## config.mk

```make
export PLATFORM = sky130hd
export DESIGN_NAME = debug_packet_receiver
export DESIGN_NICKNAME = d
export VERILOG_FILES = /design/src/rtl/dpr_pkg.sv /design/src/rtl/debug_packet_receiver.sv /design/src/rtl/dpr_parser.sv /design/src/rtl/dpr_out_fifo.sv
export SDC_FILE = /design/constraint.sdc
export NUM_CORES = 1
export LEC_CHECK = 0
export BUFFER_PORTS_ARGS = -buffer_cell sky130_fd_sc_hd__buf_2
export CORE_MARGIN = 10
export CORE_UTILIZATION = 55
export DETAILED_ROUTE_END_ITERATION = 12
export GPL_TIMING_DRIVEN = 0
export HOLD_SLACK_MARGIN = 0.1
export MAX_ROUTING_LAYER = met4
export PLACE_DENSITY = 0.76
export SYNTH_ARGS = -nofsm -noshare
export SYNTH_HDL_FRONTEND = slang
export SYNTH_SLANG_ARGS = --single-unit
```

## constraint.sdc

```tcl
create_clock -name clk -period 4.9 [get_ports clk]
set_clock_uncertainty 0.15 [all_clocks]
set_input_delay 0.735 -clock clk [delete_from_list [all_inputs] [get_ports clk]]
set_output_delay 0.735 -clock clk [all_outputs]
set_load 0.01 [all_outputs]
```

## src/rtl/dpr_pkg.sv

```systemverilog
// Shared types, constants and codes for the debug packet receiver.
package dpr_pkg;

  // Largest buffer the receiver is built for; the parser saturates the payload limit to it
  localparam int MAX_PAYLOAD = 4096;
  localparam int LIMIT_TOP   = (MAX_PAYLOAD < 4096) ? MAX_PAYLOAD : 4096;

  localparam int LIMIT_W = 13;
  localparam int COUNT_W = 12;

  // Result queue geometry
  localparam int QUEUE_DEPTH = 4;
  localparam int QUEUE_PTR_W = $clog2(QUEUE_DEPTH);
  localparam int QUEUE_CNT_W = $clog2(QUEUE_DEPTH + 1);

  // Characters of the framing
  localparam logic [7:0] CHAR_START = 8'h24; // '$'
  localparam logic [7:0] CHAR_END   = 8'h23; // '#'
  localparam logic [7:0] CHAR_ACK   = 8'h2b; // '+'
  localparam logic [7:0] CHAR_NAK   = 8'h2d; // '-'
  localparam logic [7:0] CHAR_ZERO  = 8'h30; // '0'
  localparam logic [7:0] CHAR_NINE  = 8'h39; // '9'
  localparam logic [7:0] CHAR_LOW_A = 8'h61; // 'a'
  localparam logic [7:0] HEX_TEN    = 8'd10;

  // Configuration register indexes
  localparam logic CFG_RX_ENABLE     = 1'b0;
  localparam logic CFG_PAYLOAD_LIMIT = 1'b1;

  typedef enum logic [1:0] {
    PH_HUNT    = 2'd0,
    PH_PAYLOAD = 2'd1,
    PH_HEX1    = 2'd2,
    PH_HEX2    = 2'd3
  } phase_t;

  typedef enum logic [1:0] {
    KIND_BYTE = 2'd0,
    KIND_GOOD = 2'd1,
    KIND_BAD  = 2'd2,
    KIND_OVER = 2'd3
  } kind_t;

  typedef struct packed {
    kind_t              kind;
    logic [7:0]         data;
    logic [COUNT_W-1:0] position;
  } result_t;

  // Up to two result words produced by one received byte
  typedef struct packed {
    logic    v0;
    logic    v1;
    result_t res0;
    result_t res1;
  } push_t;

endpackage

```

## src/rtl/debug_packet_receiver.sv

```systemverilog
// Debug packet receiver top level: configuration registers and channel wiring.
//
// Receives serial bytes framed as '$' payload '#' hex hex, one byte per clock at full rate.
// Each accepted byte sits in an input register, where the framing state machine turns it
// into zero, one or two result words that go into a four-entry result queue; the first
// result of a byte is offered after the input register and the queue. Input stalls only
// while the queue has fewer than two free entries, so with the output side never stalling
// the block takes a byte every cycle. Payload bytes come out with their index, a closing
// checksum gives '+' or '-' with the packet length, and a payload that reaches the buffer
// size minus one ends in an overflow drop word right after its last byte. Configuration
// writes are always ready and should be made only while no byte is in flight.
module debug_packet_receiver (
  input  logic                         clk,
  input  logic                         rst,
  input  logic                         cfg_valid,
  output logic                         cfg_ready,
  input  logic                         cfg_index,
  input  logic [dpr_pkg::LIMIT_W-1:0]  cfg_data,
  input  logic                         in_valid,
  output logic                         in_stall,
  input  logic [7:0]                   rx_byte,
  output logic                         out_valid,
  input  logic                         out_stall,
  output logic [1:0]                   kind,
  output logic [7:0]                   data,
  output logic [dpr_pkg::COUNT_W-1:0]  position
);

  logic                         rx_enable;
  logic [dpr_pkg::LIMIT_W-1:0]  payload_limit;
  logic                         room;
  dpr_pkg::push_t               push;
  dpr_pkg::result_t             head;

  assign cfg_ready = 1'b1;

  // Configuration registers
  always_ff @(posedge clk) begin
    if (rst) begin
      rx_enable     <= 1'b0;
      payload_limit <= dpr_pkg::LIMIT_W'(1024);
    end else if (cfg_valid && cfg_ready) begin
      unique case (cfg_index)
        dpr_pkg::CFG_RX_ENABLE:     rx_enable     <= cfg_data[0];
        dpr_pkg::CFG_PAYLOAD_LIMIT: payload_limit <= cfg_data;
        default: ;
      endcase
    end
  end

  dpr_parser u_parser (
    .clk           (clk),
    .rst           (rst),
    .rx_enable     (rx_enable),
    .payload_limit (payload_limit),
    .in_valid      (in_valid),
    .in_stall      (in_stall),
    .rx_byte       (rx_byte),
    .room          (room),
    .push          (push)
  );

  dpr_out_fifo u_out_fifo (
    .clk       (clk),
    .rst       (rst),
    .push      (push),
    .room      (room),
    .out_valid (out_valid),
    .out_stall (out_stall),
    .head      (head)
  );

  assign kind     = head.kind;
  assign data     = head.data;
  assign position = head.position;

endmodule

```

## src/rtl/dpr_parser.sv

```systemverilog
// Input register and packet framing state machine of the receiver.
module dpr_parser (
  input  logic                         clk,
  input  logic                         rst,
  input  logic                         rx_enable,
  input  logic [dpr_pkg::LIMIT_W-1:0]  payload_limit,
  input  logic                         in_valid,
  output logic                         in_stall,
  input  logic [7:0]                   rx_byte,
  input  logic                         room,
  output dpr_pkg::push_t               push
);

  logic                          in_full;
  logic [7:0]                    in_byte;
  logic                          step;
  logic                          accept;

  dpr_pkg::phase_t               phase, phase_next;
  logic [dpr_pkg::COUNT_W-1:0]   payload_count, payload_count_next;
  logic [7:0]                    running_sum, running_sum_next;
  logic                          zero_seen, zero_seen_next;
  logic [7:0]                    high_digit, high_digit_next;

  logic [dpr_pkg::LIMIT_W-1:0]   lim_clamped;
  logic [dpr_pkg::LIMIT_W-1:0]   lim_m1;
  logic [dpr_pkg::COUNT_W-1:0]   count_inc;
  logic                          zero_flag;
  logic [7:0]                    low_digit;
  logic [7:0]                    got_sum;

  function automatic logic [7:0] hex_value(input logic [7:0] c);
    if (c >= dpr_pkg::CHAR_ZERO && c <= dpr_pkg::CHAR_NINE)
      return c - dpr_pkg::CHAR_ZERO;
    return c - dpr_pkg::CHAR_LOW_A + dpr_pkg::HEX_TEN;
  endfunction

  // Hold a word until the queue has room for two results
  assign step     = in_full && room;
  assign in_stall = in_full && !room;
  assign accept   = in_valid && !in_stall;

  always_ff @(posedge clk) begin
    if (rst) begin
      in_full <= 1'b0;
    end else if (accept) begin
      in_full <= 1'b1;
    end else if (step) begin
      in_full <= 1'b0;
    end
  end

  always_ff @(posedge clk) begin
    if (accept) begin
      in_byte <= rx_byte;
    end
  end

  // Saturate the buffer size into its legal range
  always_comb begin
    lim_clamped = payload_limit;
    if (payload_limit < dpr_pkg::LIMIT_W'(2)) begin
      lim_clamped = dpr_pkg::LIMIT_W'(2);
    end else if (payload_limit > dpr_pkg::LIMIT_W'(dpr_pkg::LIMIT_TOP)) begin
      lim_clamped = dpr_pkg::LIMIT_W'(dpr_pkg::LIMIT_TOP);
    end
  end

  assign lim_m1    = lim_clamped - dpr_pkg::LIMIT_W'(1);
  assign count_inc = payload_count + dpr_pkg::COUNT_W'(1);
  assign zero_flag = zero_seen || (in_byte == 8'h00);
  assign low_digit = hex_value(in_byte);
  assign got_sum   = {high_digit[3:0], 4'b0000} | low_digit;

  // State register
  always_ff @(posedge clk) begin
    if (rst) begin
      phase         <= dpr_pkg::PH_HUNT;
      payload_count <= '0;
      running_sum   <= '0;
      zero_seen     <= 1'b0;
      high_digit    <= '0;
    end else begin
      phase         <= phase_next;
      payload_count <= payload_count_next;
      running_sum   <= running_sum_next;
      zero_seen     <= zero_seen_next;
      high_digit    <= high_digit_next;
    end
  end

  // Next state and result words; drop the byte when disabled
  always_comb begin
    phase_next         = phase;
    payload_count_next = payload_count;
    running_sum_next   = running_sum;
    zero_seen_next     = zero_seen;
    high_digit_next    = high_digit;
    push               = '0;
    if (step && rx_enable) begin
      unique case (phase)
        dpr_pkg::PH_HUNT: begin
          if (in_byte == dpr_pkg::CHAR_START) begin
            phase_next         = dpr_pkg::PH_PAYLOAD;
            payload_count_next = '0;
            running_sum_next   = '0;
            zero_seen_next     = 1'b0;
          end
        end
        dpr_pkg::PH_PAYLOAD: begin
          if (in_byte == dpr_pkg::CHAR_END) begin
            phase_next = dpr_pkg::PH_HEX1;
          end else begin
            push.v0            = 1'b1;
            push.res0.kind     = dpr_pkg::KIND_BYTE;
            push.res0.data     = in_byte;
            push.res0.position = payload_count;
            zero_seen_next     = zero_flag;
            if (!zero_flag) begin
              running_sum_next = running_sum + in_byte;
            end
            payload_count_next = count_inc;
            // Buffer full: report the drop right after this byte
            if ({1'b0, count_inc} >= lim_m1) begin
              push.v1            = 1'b1;
              push.res1.kind     = dpr_pkg::KIND_OVER;
              push.res1.data     = 8'h00;
              push.res1.position = count_inc;
              phase_next         = dpr_pkg::PH_HUNT;
            end
          end
        end
        dpr_pkg::PH_HEX1: begin
          high_digit_next = low_digit;
          phase_next      = dpr_pkg::PH_HEX2;
        end
        dpr_pkg::PH_HEX2: begin
          push.v0            = 1'b1;
          push.res0.position = payload_count;
          if (got_sum == running_sum) begin
            push.res0.kind = dpr_pkg::KIND_GOOD;
            push.res0.data = dpr_pkg::CHAR_ACK;
          end else begin
            push.res0.kind = dpr_pkg::KIND_BAD;
            push.res0.data = dpr_pkg::CHAR_NAK;
          end
          phase_next = dpr_pkg::PH_HUNT;
        end
        default: begin
          phase_next = dpr_pkg::PH_HUNT;
        end
      endcase
    end
  end

  // A second result is always an overflow drop that ends the packet
  assert property (@(posedge clk) disable iff (rst)
    push.v1 |-> (push.v0 && push.res1.kind == dpr_pkg::KIND_OVER &&
                 phase_next == dpr_pkg::PH_HUNT))
    else $error("second result is not an overflow drop");

  // Nothing is emitted while hunting for the start character
  assert property (@(posedge clk) disable iff (rst)
    (phase == dpr_pkg::PH_HUNT) |-> !push.v0)
    else $error("result emitted while hunting");

  // Results only come from a consumed word
  assert property (@(posedge clk) disable iff (rst)
    push.v0 |-> (step && rx_enable))
    else $error("result without a consumed word");

endmodule

```

## src/rtl/dpr_out_fifo.sv

```systemverilog
// Small result queue taking up to two words per cycle and giving one per cycle while the output is not stalled.
module dpr_out_fifo (
  input  logic             clk,
  input  logic             rst,
  input  dpr_pkg::push_t   push,
  output logic             room,
  output logic             out_valid,
  input  logic             out_stall,
  output dpr_pkg::result_t head
);

  dpr_pkg::result_t                 entries [dpr_pkg::QUEUE_DEPTH];
  logic [dpr_pkg::QUEUE_PTR_W-1:0]  wr_ptr, rd_ptr;
  logic [dpr_pkg::QUEUE_PTR_W-1:0]  wr_ptr_p1;
  logic [dpr_pkg::QUEUE_CNT_W-1:0]  count, count_next;
  logic                             pop;

  assign wr_ptr_p1 = wr_ptr + dpr_pkg::QUEUE_PTR_W'(1);
  assign out_valid = (count != '0);
  assign pop       = out_valid && !out_stall;
  assign head      = entries[rd_ptr];
  assign room      = (count <= dpr_pkg::QUEUE_CNT_W'(dpr_pkg::QUEUE_DEPTH - 2));

  assign count_next = count + dpr_pkg::QUEUE_CNT_W'(push.v0)
                    + dpr_pkg::QUEUE_CNT_W'(push.v1) - dpr_pkg::QUEUE_CNT_W'(pop);

  // Store incoming words
  always_ff @(posedge clk) begin
    if (push.v0) begin
      entries[wr_ptr] <= push.res0;
    end
    if (push.v1) begin
      entries[wr_ptr_p1] <= push.res1;
    end
  end

  // Advance pointers and occupancy
  always_ff @(posedge clk) begin
    if (rst) begin
      wr_ptr <= '0;
      rd_ptr <= '0;
      count  <= '0;
    end else begin
      wr_ptr <= wr_ptr + dpr_pkg::QUEUE_PTR_W'(push.v0) + dpr_pkg::QUEUE_PTR_W'(push.v1);
      if (pop) begin
        rd_ptr <= rd_ptr + dpr_pkg::QUEUE_PTR_W'(1);
      end
      count <= count_next;
    end
  end

  assert property (@(posedge clk) disable iff (rst)
    count <= dpr_pkg::QUEUE_CNT_W'(dpr_pkg::QUEUE_DEPTH))
    else $error("result queue over capacity");

  assert property (@(posedge clk) disable iff (rst)
    push.v1 |-> push.v0)
    else $error("second word pushed without the first");

  assert property (@(posedge clk) disable iff (rst)
    (pop && !push.v0) |=> (count == $past(count) - dpr_pkg::QUEUE_CNT_W'(1)))
    else $error("queue occupancy did not drop on a read");

endmodule
```

==> flow_summary_export.csv, run 1 <==
group,metric,value,unit
power_and_ir_drop,design_power_total,3.12,mW
synth,xor_and_xnor_fraction_of_the_mapped_netlist_area,2.26,%
synth,ys_top_cells_by_area,"sky130_fd_sc_hd__edfxtp_1 24%, sky130_fd_sc_hd__dfxtp_1 21%, sky130_fd_sc_hd__mux4_2 6.2%, sky130_fd_sc_hd__ha_1 4.9%, sky130_fd_sc_hd__nand2_1 4.5%",
placed_design,numPlacedInstances,1054,
placed_design,placedInstanceArea,8440,um^2
synth,mapped_cell_area,7960,um^2
route,drc_errors,0,
floorplan,floorplan.core_area,14000,um^2
status,outcome,"finished, final reports clean",
synth,synth_simple_gate_area_share,17.8,%
grt,global_route_wire_length_before_repair,33.2,mm
synth,synthesis.yosys.warnings,0,
worst_setup_path,worst_setup_path_start_kind,"flop",
route,post_drt_via_cell_ratio,6.09,
synth,dominant_combinational_cell_family_by_area_after_synthesis,"compound AO/OA/AOI/OAI gates",
floorplan,pin_count,52,
route,detail_route.iter0.violations,636,
placed_design,pre_cts_slack,-1.14,ns
placed_design,port_buffers,49,
clocking,cts_tree,"built",
final_layout,n_antenna_cell,0,
floorplan,placementRows,43,
synth,synth_cell_type_count,73,
synth,synth_compound_gate_area_share,18.2,%
final_layout,filler_cell_count,1084,
route,drt-pass1-iter-count,5,
grt,grt_max_degree,17,
worst_setup_path,crit_path_end_kind,"flop",
floorplan,fp.dieW,140,um
route,final_antenna_net_count,0,
synth,postSynthAreaPerCell,9.65,um^2
clocking,cts_inserted_buffers,17,
final_layout,final_layout_size_suffix_gt1_share,19.3,%
final_layout,areaGrowthSynthToFinish,16.3,%
sta,period_utilisation_layout,97.1,%
clocking,clock_sinks,147,
sta,hold_viol_final,0,
worst_setup_path,critPathSlowestCell,"sky130_fd_sc_hd__nand2_1",
synth,postSynth.topFlopCell,"sky130_fd_sc_hd__dfxtp_1",
clocking,cts.clk_slew.worst_paths,0.06,ns
sta,post-route-min-period,4.76,ns
clocking,clock-root-buffer,"sky130_fd_sc_hd__clkbuf_16",
synth,synth-edff-count,64,
grt,grt_antenna_before_repair,0,
clocking,cts.path.max_buffers,2,
route,vias,6648,
synth,synth.area.mux_share,7.01,%
worst_setup_path,critPathMaxStageDelay,0.56,ns
grt,grt_pass1_vias,6421,
synth,synth_cells,825,
sta,report.final.slew_viol_count,0,
worst_setup_path,critical_path_required,4.82,ns
worst_setup_path,crit_chain,"ha_1, and3_1, and3_2, and3_1, and3_2, xnor2_4, inv_1, ha_4, a21oi_1, nor2b_2, a311oi_2, or3_4, buf_4, or3_4, buf_2, nand2_1",
synth,synth-seq-area-share,45.0,%
synth,ys_ff_latch,147,
power_and_ir_drop,power.leakage,3.56,nW
placed_design,dp_hpwl,14.6,mm
synth,synth_fa_ha_area_share,5.88,%
worst_setup_path,critical_path_buf_inv_count,3,
clocking,htree_levels,4,
clocking,clk-insertion-delay-late,0.44,ns
final_layout,final_cell_count_no_fill,1091,
route,wl_per_cell,19.0,um
sta,tightest_slew,0.920,ns
sta,final_worst_slack,0.141,ns
floorplan,die_area,19700,um^2
worst_setup_path,cp.arrival,4.68,ns
grt,grt_util_all_layers,21.4,%
synth,mappedNetlistNets,887,
worst_hold_path,hold_path.class,"flop to flop",
synth,synth.cells.most_frequent,"95 x sky130_fd_sc_hd__nand2_1, 83 x sky130_fd_sc_hd__dfxtp_1, 65 x sky130_fd_sc_hd__nor2_1",
final_layout,final_nets,960,
power_and_ir_drop,ir_worst_vdd,0.343,mV
power_and_ir_drop,power.density_cell_area,338,nW/um^2
worst_setup_path,worstPathMaxFanout,14,
sta,timing.final.setup_violations,0,
sta,timing.fmax,210,MHz
worst_setup_path,critical_path.top_delay_family,"simple AND/OR/NAND/NOR gates",
grt,grt_overflow_total,0,
placed_design,routabilityCongestion,0.941,
worst_setup_path,crit_type,"flop to flop",
floorplan,fp.dieH,140,um
synth,synth_top_area_share,24.1,%
final_layout,final_area,9260,um^2
route,totalWireLength,20.8,mm
run,max_cap_violations,0,
synth,cell_type_contributing_the_most_total_cell_area_after_synthesis,"sky130_fd_sc_hd__edfxtp_1",
synth,synth.most_common_cell,"sky130_fd_sc_hd__nand2_1",
floorplan,floorplan.initialDensity,56.7,%
synth,synth_async_sr_flop_share,0,%
sta,slew_headroom,38.7,%
## final timing paths
check | startpoint | endpoint | slack (ns) | cells after the start
setup / recovery | u_parser.payload_count[0]$_SDFFE_PP0P_ | u_out_fifo.entries[0][3]$_DFFE_PP_ | 0.14 | 16
hold / removal | u_out_fifo.entries[3][13]$_SDFFE_PP0P_ | u_out_fifo.entries[3][13]$_SDFFE_PP0P_ | 0.32 | 2
hold reg to reg | u_out_fifo.entries[3][13]$_SDFFE_PP0P_ | u_out_fifo.entries[3][13]$_SDFFE_PP0P_ | 0.32 | 2
setup reg to reg | u_parser.payload_count[0]$_SDFFE_PP0P_ | u_out_fifo.entries[0][3]$_DFFE_PP_ | 0.14 | 16
## cells by family after synthesis
family | count (synthesis)
and+or+nand+nor | 290
muxes | 28
buffers and inverters | 76
xor gates and xnor gates | 19
AOI/OAI and AO/OA | 229
adders and majority gates | 35
other | 1
DFF | 147
## cell usage in the layout (no fill, tap or decap), types with 10 or more instances in the layout
| cell type | netlist | routed |
|---|---|---|
| sky130_fd_sc_hd__a211oi_1 | 12 | 12 |
| sky130_fd_sc_hd__a21o_1 | 22 | 22 |
| sky130_fd_sc_hd__a21oi_1 | 63 | 63 |
| sky130_fd_sc_hd__a31oi_1 | 10 | 10 |
| sky130_fd_sc_hd__and3_1 | 12 | 10 |
| sky130_fd_sc_hd__buf_2 | 3 | 52 |
| sky130_fd_sc_hd__buf_4 | 1 | 14 |
| sky130_fd_sc_hd__clkbuf_1 | 40 | 31 |
| sky130_fd_sc_hd__clkbuf_16 | 0 | 17 |
| sky130_fd_sc_hd__dfxtp_1 | 83 | 78 |
| sky130_fd_sc_hd__edfxtp_1 | 64 | 64 |
| sky130_fd_sc_hd__ha_1 | 31 | 29 |
| sky130_fd_sc_hd__inv_1 | 24 | 24 |
| sky130_fd_sc_hd__mux4_2 | 22 | 22 |
| sky130_fd_sc_hd__nand2_1 | 95 | 92 |
| sky130_fd_sc_hd__nand2b_1 | 11 | 11 |
| sky130_fd_sc_hd__nand3_1 | 32 | 28 |
| sky130_fd_sc_hd__nor2_1 | 65 | 64 |
| sky130_fd_sc_hd__nor2b_1 | 17 | 16 |
| sky130_fd_sc_hd__nor3_1 | 22 | 18 |
| sky130_fd_sc_hd__o21ai_0 | 59 | 58 |
| sky130_fd_sc_hd__xnor2_1 | 12 | 10 |
## layer usage
| layer | up-vias | share of wire [%] | global-route usage, % | routed length (um) |
|---|---|---|---|---|
| met2 | 285 | 46 | 33.1 | 9580 |
| met4 | 0 | 2.2 | 7.28 | 463 |
| li1 | 3176 | - | - | - |
| met3 | 46 | 7.7 | 4.53 | 1600 |
| met1 | 3141 | 44 | 27.4 | 9120 |
| met5 | - | 0 | - | 0 |
## where the power goes
group | internal (mW) | switching (mW)
registers | 1.31 | 0.0481
clock network | 0.763 | 0.518
logic | 0.225 | 0.265
## through the flow
step / hold WS [ns] / TNS [ns] / utilization [%]
after global routing: 0.323 / -0.313 / 65.9
final: 0.321 / 0 / 65.9
after detailed placement: 0.311 / -72.43 / 60.1
after CTS: 0.321 / 0 / 64.7
after floorplan: 0.288 / 0 / -
after global placement: 0.299 / -65.59 / 60.1
## final cells by class
class / instances / area, um^2 / share of cell area [%]
inverters: 26 / 101 / 1.09
clock inverters: 12 / 130 / 1.41
clock buffers: 20 / 447 / 4.82
well taps: 180 / 225 / 2.43
repair buffers: 62 / 343 / 3.70
multi-input cells: 602 / 4250 / 45.9
plain buffers: 42 / 176 / 1.91
flip-flops and latches: 147 / 3590 / 38.8
## sequential cells by signal (all words and copies together), names as in the netlist, named ones only
name,flops
u_parser.phase,1
u_parser.payload_count,12
rx_enable,1
payload_limit,13
u_parser.zero_seen,1
u_parser.running_sum,8
u_parser.in_byte,8
u_out_fifo.wr_ptr,2
u_parser.in_full,1
u_out_fifo.rd_ptr,2
u_out_fifo.entries,88
u_out_fifo.count,3
u_parser.high_digit,4
## tightest hold or removal path, cell delays in order, from the launching register on
cell and delay, ns:
sky130_fd_sc_hd__dfxtp_1 0.31, sky130_fd_sc_hd__nand3_1 0.07, sky130_fd_sc_hd__o21ai_2 0.05
## repair_timing
action / 4_1_cts / 5_1_grt
setup endpoints to repair: 114 / 75
resized for setup: 15 / 26
setup buffers: 4 / 9
hold buffers: 0 / 0
pin swaps: 2 / 6
Power figures use the tool's default switching activity.
==> run 2, diff against run 1 <==
--- a/config.mk
+++ b/config.mk
@@ -5,6 +5,7 @@
 export SDC_FILE = /design/constraint.sdc
 export NUM_CORES = 1
 export LEC_CHECK = 0
+export ABC_AREA = 1
 export BUFFER_PORTS_ARGS = -buffer_cell sky130_fd_sc_hd__buf_2
 export CORE_MARGIN = 10
 export CORE_UTILIZATION = 55
@@ -13,6 +14,7 @@
 export HOLD_SLACK_MARGIN = 0.1
 export MAX_ROUTING_LAYER = met4
 export PLACE_DENSITY = 0.76
+export SKIP_LAST_GASP = 1
 export SYNTH_ARGS = -nofsm -noshare
 export SYNTH_HDL_FRONTEND = slang
 export SYNTH_SLANG_ARGS = --single-unit
==> run 2 against run 1 <==
Net effect: clock-buffer cell count decreased by 1; flip-flop and latch count unchanged; final area is 0.49% higher; clock power hardly changed; largest power group unchanged.
==> flow_summary_export.csv, run 2 <==
group,metric,value,unit
status,outcome,"finished, final reports clean",
route,drc_errors,0,
final_layout,final_cell_count_no_fill,1304,
synth,mapped_cell_area,8180,um^2
worst_setup_path,worst_setup_path_start_kind,"flop",
final_layout,areaGrowthSynthToFinish,13.8,%
final_layout,filler_cell_count,1280,
sta,hold_viol_final,0,
power_and_ir_drop,design_power_total,3.23,mW
route,totalWireLength,20.1,mm
sta,timing.hold.ws,0.319,ns
worst_setup_path,cp.arrival,4.69,ns
final_layout,final_area,9300,um^2
synth,synth_cells,1033,
synth,synth_cell_type_count,45,
final_layout,final_layout_size_suffix_gt1_share,14.6,%
synth,synth.cells.most_frequent,"233 x sky130_fd_sc_hd__nand2_1, 123 x sky130_fd_sc_hd__nor2_1, 119 x sky130_fd_sc_hd__inv_1",
final_layout,final_cell_mix,"232 x sky130_fd_sc_hd__nand2_1, 121 x sky130_fd_sc_hd__nor2_1, 119 x sky130_fd_sc_hd__inv_1",
route,wl_per_cell,15.4,um
worst_setup_path,critPathSlowestCell,"sky130_fd_sc_hd__fa_1",
worst_setup_path,cp-startpoint,"payload_limit[12]$_SDFFE_PP0P_",
placed_design,port_buffers,50,
placed_design,dp_hpwl,14.2,mm
sta,totalNegativeSetupSlack,0,ns
floorplan,floorplan.initialDensity,56.3,%
synth,synth_async_sr_flop_share,0,%
clocking,cts_hold_repair.buffers,0,
grt,grt_util_all_layers,20.7,%
final_layout,largest_register_ffs,88,
floorplan,floorplan.core_area,14500,um^2
floorplan,die_area,20100,um^2
route,detail_route.iter0.violations,843,
synth,synth.most_common_cell,"sky130_fd_sc_hd__nand2_1",
sta,timing.final.setup_violations,0,
run,max_cap_violations,0,
sta,post-route-min-period,4.54,ns
grt,grt_pass1_vias,6871,
final_layout,final_nets,1169,
final_layout,seq_area,3580,um^2
worst_setup_path,crit_type,"flop to flop",
sta,final_worst_slack,0.356,ns
route,drt-pass1-iter-count,5,
route,post_drt_via_cell_ratio,5.51,
clocking,cts.path.max_buffers,2,
power_and_ir_drop,power.density_cell_area,347,nW/um^2
sta,period_utilisation_layout,92.7,%
synth,postSynthAreaPerCell,7.92,um^2
clocking,cts_tree,"built",
sta,report.final.slew_viol_count,0,
synth,synthesis.yosys.warnings,0,
sta,slew_headroom,48.5,%
placed_design,placedInstanceArea,8660,um^2
worst_setup_path,worst_r2r_start,"payload_limit[12]$_SDFFE_PP0P_",
placed_design,routabilityCongestion,0.922,
grt,global_route_wire_length_before_repair,32.9,mm
clocking,cts.clk_slew.worst_paths,0.06,ns
floorplan,fp.dieW,142,um
synth,ys_top_cells_by_area,"sky130_fd_sc_hd__edfxtp_1 24%, sky130_fd_sc_hd__dfxtp_1 20%, sky130_fd_sc_hd__nand2_1 11%, sky130_fd_sc_hd__nor2_1 5.6%, sky130_fd_sc_hd__inv_1 5.5%",
placed_design,numPlacedInstances,1267,
worst_setup_path,worstPathMaxFanout,10,
final_layout,register_bank_with_the_most_flops,"u_out_fifo.entries",
final_layout,reg.largest.list,"u_out_fifo.entries: 88 flops, payload_limit: 13 flops, u_parser.payload_count: 12 flops",
synth,synth-seq-area-share,43.8,%
worst_setup_path,crit_path_end_kind,"flop",
grt,grt_max_degree,17,
route,vias,7188,
floorplan,placementRows,44,
placed_design,pre_cts_slack,0.184,ns
power_and_ir_drop,ir_worst_vdd,0.264,mV
clocking,cts_inserted_buffers,17,
grt,grt_antenna_before_repair,0,
clocking,clock-root-buffer,"sky130_fd_sc_hd__clkbuf_16",
clocking,clk-insertion-delay-late,0.42,ns
final_layout,final_core_utilization,64.0,%
final_layout,most_common_cell_after_layout_fill_and_taps_aside,"sky130_fd_sc_hd__nand2_1",
synth,synth-edff-count,64,
grt,grt_overflow_total,0,
synth,ys_ff_latch,147,
power_and_ir_drop,power.leakage,3.97,nW
sta,tightest_slew,0.772,ns
sta,timing.fmax,220,MHz
worst_setup_path,critical_path_required,5.04,ns
worst_hold_path,hold_start,"u_out_fifo.entries[3][14]$_SDFFE_PP0P_",
worst_hold_path,hold_path.class,"flop to flop",
synth,synth_top_area_share,23.5,%
synth,postSynth.topFlopCell,"sky130_fd_sc_hd__dfxtp_1",
floorplan,fp.dieH,142,um
clocking,clock_sinks,147,
final_layout,multi_input_comb_area,3880,um^2
worst_setup_path,critPathMaxStageDelay,0.40,ns
synth,mappedNetlistNets,1095,
final_layout,n_antenna_cell,0,
clocking,htree_levels,4,
sta,grt_setup_unrepaired,"no",
route,final_antenna_net_count,0,
synth,cell_type_contributing_the_most_total_cell_area_after_synthesis,"sky130_fd_sc_hd__edfxtp_1",
floorplan,pin_count,52,
[run 2: cell count changes after synthesis, moves of 15 or more]
cell                       before  now
sky130_fd_sc_hd__nor3_1        22    5
sky130_fd_sc_hd__mux4_2        22    0
sky130_fd_sc_hd__nand2_1       95  233
sky130_fd_sc_hd__o22ai_1        5   56
sky130_fd_sc_hd__o22ai_2        0   16
sky130_fd_sc_hd__nor2_1        65  123
sky130_fd_sc_hd__a21o_1        22    1
sky130_fd_sc_hd__xor2_1         6   21
sky130_fd_sc_hd__a21oi_1       63   36
sky130_fd_sc_hd__o21ai_0       59   89
sky130_fd_sc_hd__clkbuf_1      40   19
sky130_fd_sc_hd__nor2b_1       17    0
sky130_fd_sc_hd__inv_1         24  119
[run 2: kinds of logic (layout without fill, tap and decap cells)]
kind of cell / after synthesis / after routing / share of synthesized area [%]
and+or+nand+nor: 425 / 425 / 21.9
xor gates and xnor gates: 28 / 28 / 3.00
AOI/OAI and AO/OA: 222 / 222 / 16.6
DFF: 147 / 147 / 43.8
adders and majority gates: 35 / 35 / 5.72
buffers and inverters: 175 / 262 / 8.90
other: 1 / 1 / 0.0459
[run 2: worst max-delay path, delay by kind of cell (launching register included)]
kind | cells | cell delay [ns]
adders and majority gates | 5 | 1.62
and+or+nand+nor | 15 | 1.40
buffers and inverters | 7 | 0.58
DFF | 1 | 0.36
xor gates and xnor gates | 2 | 0.30
[run 2: repair_timing]
| item | 4_1_cts | 5_1_grt |
|---|---|---|
| resized for setup | 0 | 6 |
| endpoints found under the setup margin | 0 | 2 |
| buffers inserted | 0 | 5 |
| hold endpoints to repair | 0 | 0 |
[run 2: worst paths after layout]
kind	cells past startpoint	to	slack (ns)
setup / recovery	29	u_out_fifo.count[2]$_SDFF_PP0_	0.36
hold / removal	2	u_out_fifo.entries[3][14]$_SDFFE_PP0P_	0.32
setup reg to reg	29	u_out_fifo.count[2]$_SDFF_PP0_	0.36
hold reg to reg	2	u_out_fifo.entries[3][14]$_SDFFE_PP0P_	0.32
[run 2: cell type report]
type	instances	share of cell area [%]
sequential	147	38.5
timing repair buffer	55	3.09
tap	184	2.47
buffer	43	2.50
multi-input combinational	711	41.7
clock buffer	19	4.65
inverter	132	5.33
clock inverter	13	1.71
[run 2: routing by layer]
metal | global-route usage, % | vias up | routed length (um) | part of all wire, %
li1 | - | 3578 | - | -
met1 | 25.9 | 3283 | 8850 | 44
met2 | 32.4 | 298 | 9330 | 46
met3 | 4.34 | 29 | 1560 | 7.8
met4 | 8.02 | 0 | 396 | 2.0
met5 | - | - | 0 | 0
[run 2: where the power goes]
group          internal (mW)  leakage [nW]  total, mW  switching, mW
Combinational          0.199          2.51      0.573          0.374
Sequential              1.31          1.18       1.34         0.0374
Clock                  0.798         0.281       1.31          0.512
==> run 3, diff against run 2 <==
--- a/config.mk
+++ b/config.mk
@@ -13,7 +13,7 @@
 export GPL_TIMING_DRIVEN = 0
 export HOLD_SLACK_MARGIN = 0.1
 export MAX_ROUTING_LAYER = met4
-export PLACE_DENSITY = 0.76
+export PLACE_DENSITY = 0.81
 export SKIP_LAST_GASP = 1
 export SYNTH_ARGS = -nofsm -noshare
 export SYNTH_HDL_FRONTEND = slang
==> run 3 against run 2 <==
Net effect: flip-flop and latch count is the same; first-iteration DRC count shrank 14%; die area is the same; sequential share of layout area shrank 0.12 points; highest routed layer unchanged.
==> flow_summary_export.csv, run 3 (synthesized netlist as in run 2, its figures left out) <==
group,metric,value,unit
floorplan,floorplan.core_area,14500,um^2
final_layout,register_bank_with_the_most_flops,"u_out_fifo.entries",
sta,timing.final.setup_violations,0,
clocking,clk-insertion-delay-late,0.43,ns
clocking,cts.path.max_buffers,2,
sta,totalNegativeSetupSlack,0,ns
final_layout,most_common_cell_after_layout_fill_and_taps_aside,"sky130_fd_sc_hd__nand2_1",
grt,grt_overflow_total,0,
final_layout,areaGrowthSynthToFinish,14.1,%
worst_setup_path,worstPathMaxFanout,10,
grt,grt_pass1_vias,6986,
route,post_drt_via_cell_ratio,5.53,
floorplan,floorplan.initialDensity,56.3,%
clocking,cts_tree,"built",
worst_setup_path,critPathMaxStageDelay,0.40,ns
clocking,clock-root-buffer,"sky130_fd_sc_hd__clkbuf_16",
route,detail_route.iter0.violations,726,
floorplan,fp.dieH,142,um
clocking,cts_hold_repair.buffers,0,
worst_setup_path,cp.arrival,4.79,ns
final_layout,n_antenna_cell,0,
grt,grt_max_degree,17,
worst_setup_path,most_common_cell_type_on_the_critical_path,"sky130_fd_sc_hd__nand2_1",
worst_setup_path,critical_path_required,5.05,ns
grt,grt_util_all_layers,21.0,%
power_and_ir_drop,ir_worst_vdd,0.246,mV
floorplan,die_area,20100,um^2
grt,grt_antenna_before_repair,0,
route,totalWireLength,20.3,mm
placed_design,routabilityCongestion,0.913,
route,vias,7198,
worst_hold_path,worstHoldPathCells,2,
sta,timing.fmax,216,MHz
worst_setup_path,crit_path_end_kind,"flop",
clocking,htree_levels,4,
route,wl_per_cell,15.6,um
worst_hold_path,hold-path-endpoint,"u_out_fifo.entries[3][14]$_SDFFE_PP0P_",
power_and_ir_drop,power.density_cell_area,358,nW/um^2
worst_setup_path,critPathSlowestCell,"sky130_fd_sc_hd__fa_1",
final_layout,largest_register_ffs,88,
final_layout,final_nets,1166,
final_layout,final_cell_mix,"233 x sky130_fd_sc_hd__nand2_1, 121 x sky130_fd_sc_hd__nor2_1, 119 x sky130_fd_sc_hd__inv_1",
final_layout,final_layout_size_suffix_gt1_share,14.6,%
sta,grt_setup_unrepaired,"no",
worst_setup_path,worst_r2r_start,"payload_limit[12]$_SDFFE_PP0P_",
worst_hold_path,hold_path.class,"flop to flop",
grt,global_route_wire_length_before_repair,33.3,mm
power_and_ir_drop,power.leakage,3.99,nW
route,drt-pass1-iter-count,5,
worst_setup_path,timing.reg2reg.setup_slack,0.27,ns
clocking,cts.clk_slew.worst_paths,0.06,ns
placed_design,dp_hpwl,14.2,mm
worst_setup_path,worstRegToRegCells,29,
sta,tightest_slew,0.745,ns
worst_setup_path,worst_setup_path_start_kind,"flop",
sta,report.final.slew_viol_count,0,
final_layout,final_core_utilization,64.2,%
sta,period_utilisation_layout,94.6,%
worst_hold_path,hold_start,"u_out_fifo.entries[3][14]$_SDFFE_PP0P_",
sta,post-route-min-period,4.63,ns
worst_setup_path,crit_type,"flop to flop",
floorplan,pin_count,52,
worst_setup_path,worst_r2r_endpoint,"u_out_fifo.count[2]$_SDFF_PP0_",
sta,hold_viol_final,0,
sta,slew_headroom,49.9,%
run,max_cap_violations,0,
final_layout,reg.largest.list,"u_out_fifo.entries: 88 flops, payload_limit: 13 flops, u_parser.payload_count: 12 flops",
clocking,clock_sinks,147,
floorplan,fp.dieW,142,um
worst_setup_path,cp-startpoint,"payload_limit[12]$_SDFFE_PP0P_",
placed_design,port_buffers,50,
status,outcome,"finished, final reports clean",
floorplan,placementRows,44,
route,final_antenna_net_count,0,
clocking,cts_inserted_buffers,17,
route,drc_errors,0,
run 3: changes by cell type in the layout (fill, tap and decap cells not counted), moves of 2 or more:
| cell | previous run | this run |
|---|---|---|
| sky130_fd_sc_hd__buf_4 | 8 | 5 |
| sky130_fd_sc_hd__clkbuf_1 | 21 | 19 |
| sky130_fd_sc_hd__inv_6 | 1 | 4 |
| sky130_fd_sc_hd__clkinv_2 | 2 | 0 |
| sky130_fd_sc_hd__inv_8 | 0 | 2 |
run 3: routing by layer:
layer / share of wire, % / up-vias / track usage [%]
met5: 0 / - / -
met4: 2.6 / 0 / 9.31
met3: 7.2 / 52 / 4.47
met2: 46 / 305 / 32.8
met1: 44 / 3263 / 25.8
li1: - / 3578 / -
run 3: stage by stage:
| stage | setup WS [ns] | total power, mW | area, um^2 | hold slack, ns | cells |
|---|---|---|---|---|---|
| after global routing | 0.00281 | 3.48 | 9330 | 0.321 | 1301 |
| after detailed placement | 0.166 | 1.94 | 8660 | 0.310 | 1267 |
| after CTS | 0.108 | 3.34 | 9300 | 0.318 | 1299 |
| after floorplan | 0.683 | 1.75 | 8180 | 0.286 | 1033 |
| final | 0.267 | 3.34 | 9330 | 0.315 | 1301 |
| after global placement | 0.216 | 1.92 | 8660 | 0.302 | 1267 |
run 3: cell type report:
type	instances	area [um^2]
Timing Repair Buffer	52	265
Buffer	43	233
Clock buffer	17	425
Multi-Input combinational cell	711	3880
Tap cell	184	230
Inverter	132	495
Clock inverter	15	220
Fill cell	1223	5200
Sequential cell	147	3580
run 3: worst max-delay path by stage:
stage / to / slack [ns] / cells past startpoint
detailed placement: u_out_fifo.count[2]$_SDFF_PP0_ / 0.17 / 29
finish: u_out_fifo.count[2]$_SDFF_PP0_ / 0.27 / 29
CTS: u_out_fifo.count[2]$_SDFF_PP0_ / 0.11 / 29
global placement: u_out_fifo.count[2]$_SDFF_PP0_ / 0.22 / 29
floorplan: u_out_fifo.count[2]$_SDFF_PP0_ / 0.68 / 31
global route: u_out_fifo.count[2]$_SDFF_PP0_ / 0.003 / 30
run 3: report_power, final:
group          switching [mW]  internal [mW]  total [mW]
logic                   0.375          0.197       0.572
registers              0.0378           1.31        1.34
clock network           0.560          0.868        1.43
run 3: repair_timing:
| item | in CTS | in global routing |
|---|---|---|
| gates resized for setup | 0 | 5 |
| endpoints found under the setup margin | 0 | 2 |
| buffers inserted | 0 | 2 |
run 3: critical path, delay by kind of cell, from the launching register on:
kind	cells	cell delay, ns
adders and majority gates	5	1.59
and+or+nand+nor	15	1.47
buffers and inverters	7	0.59
DFF	1	0.37
xor gates and xnor gates	2	0.33
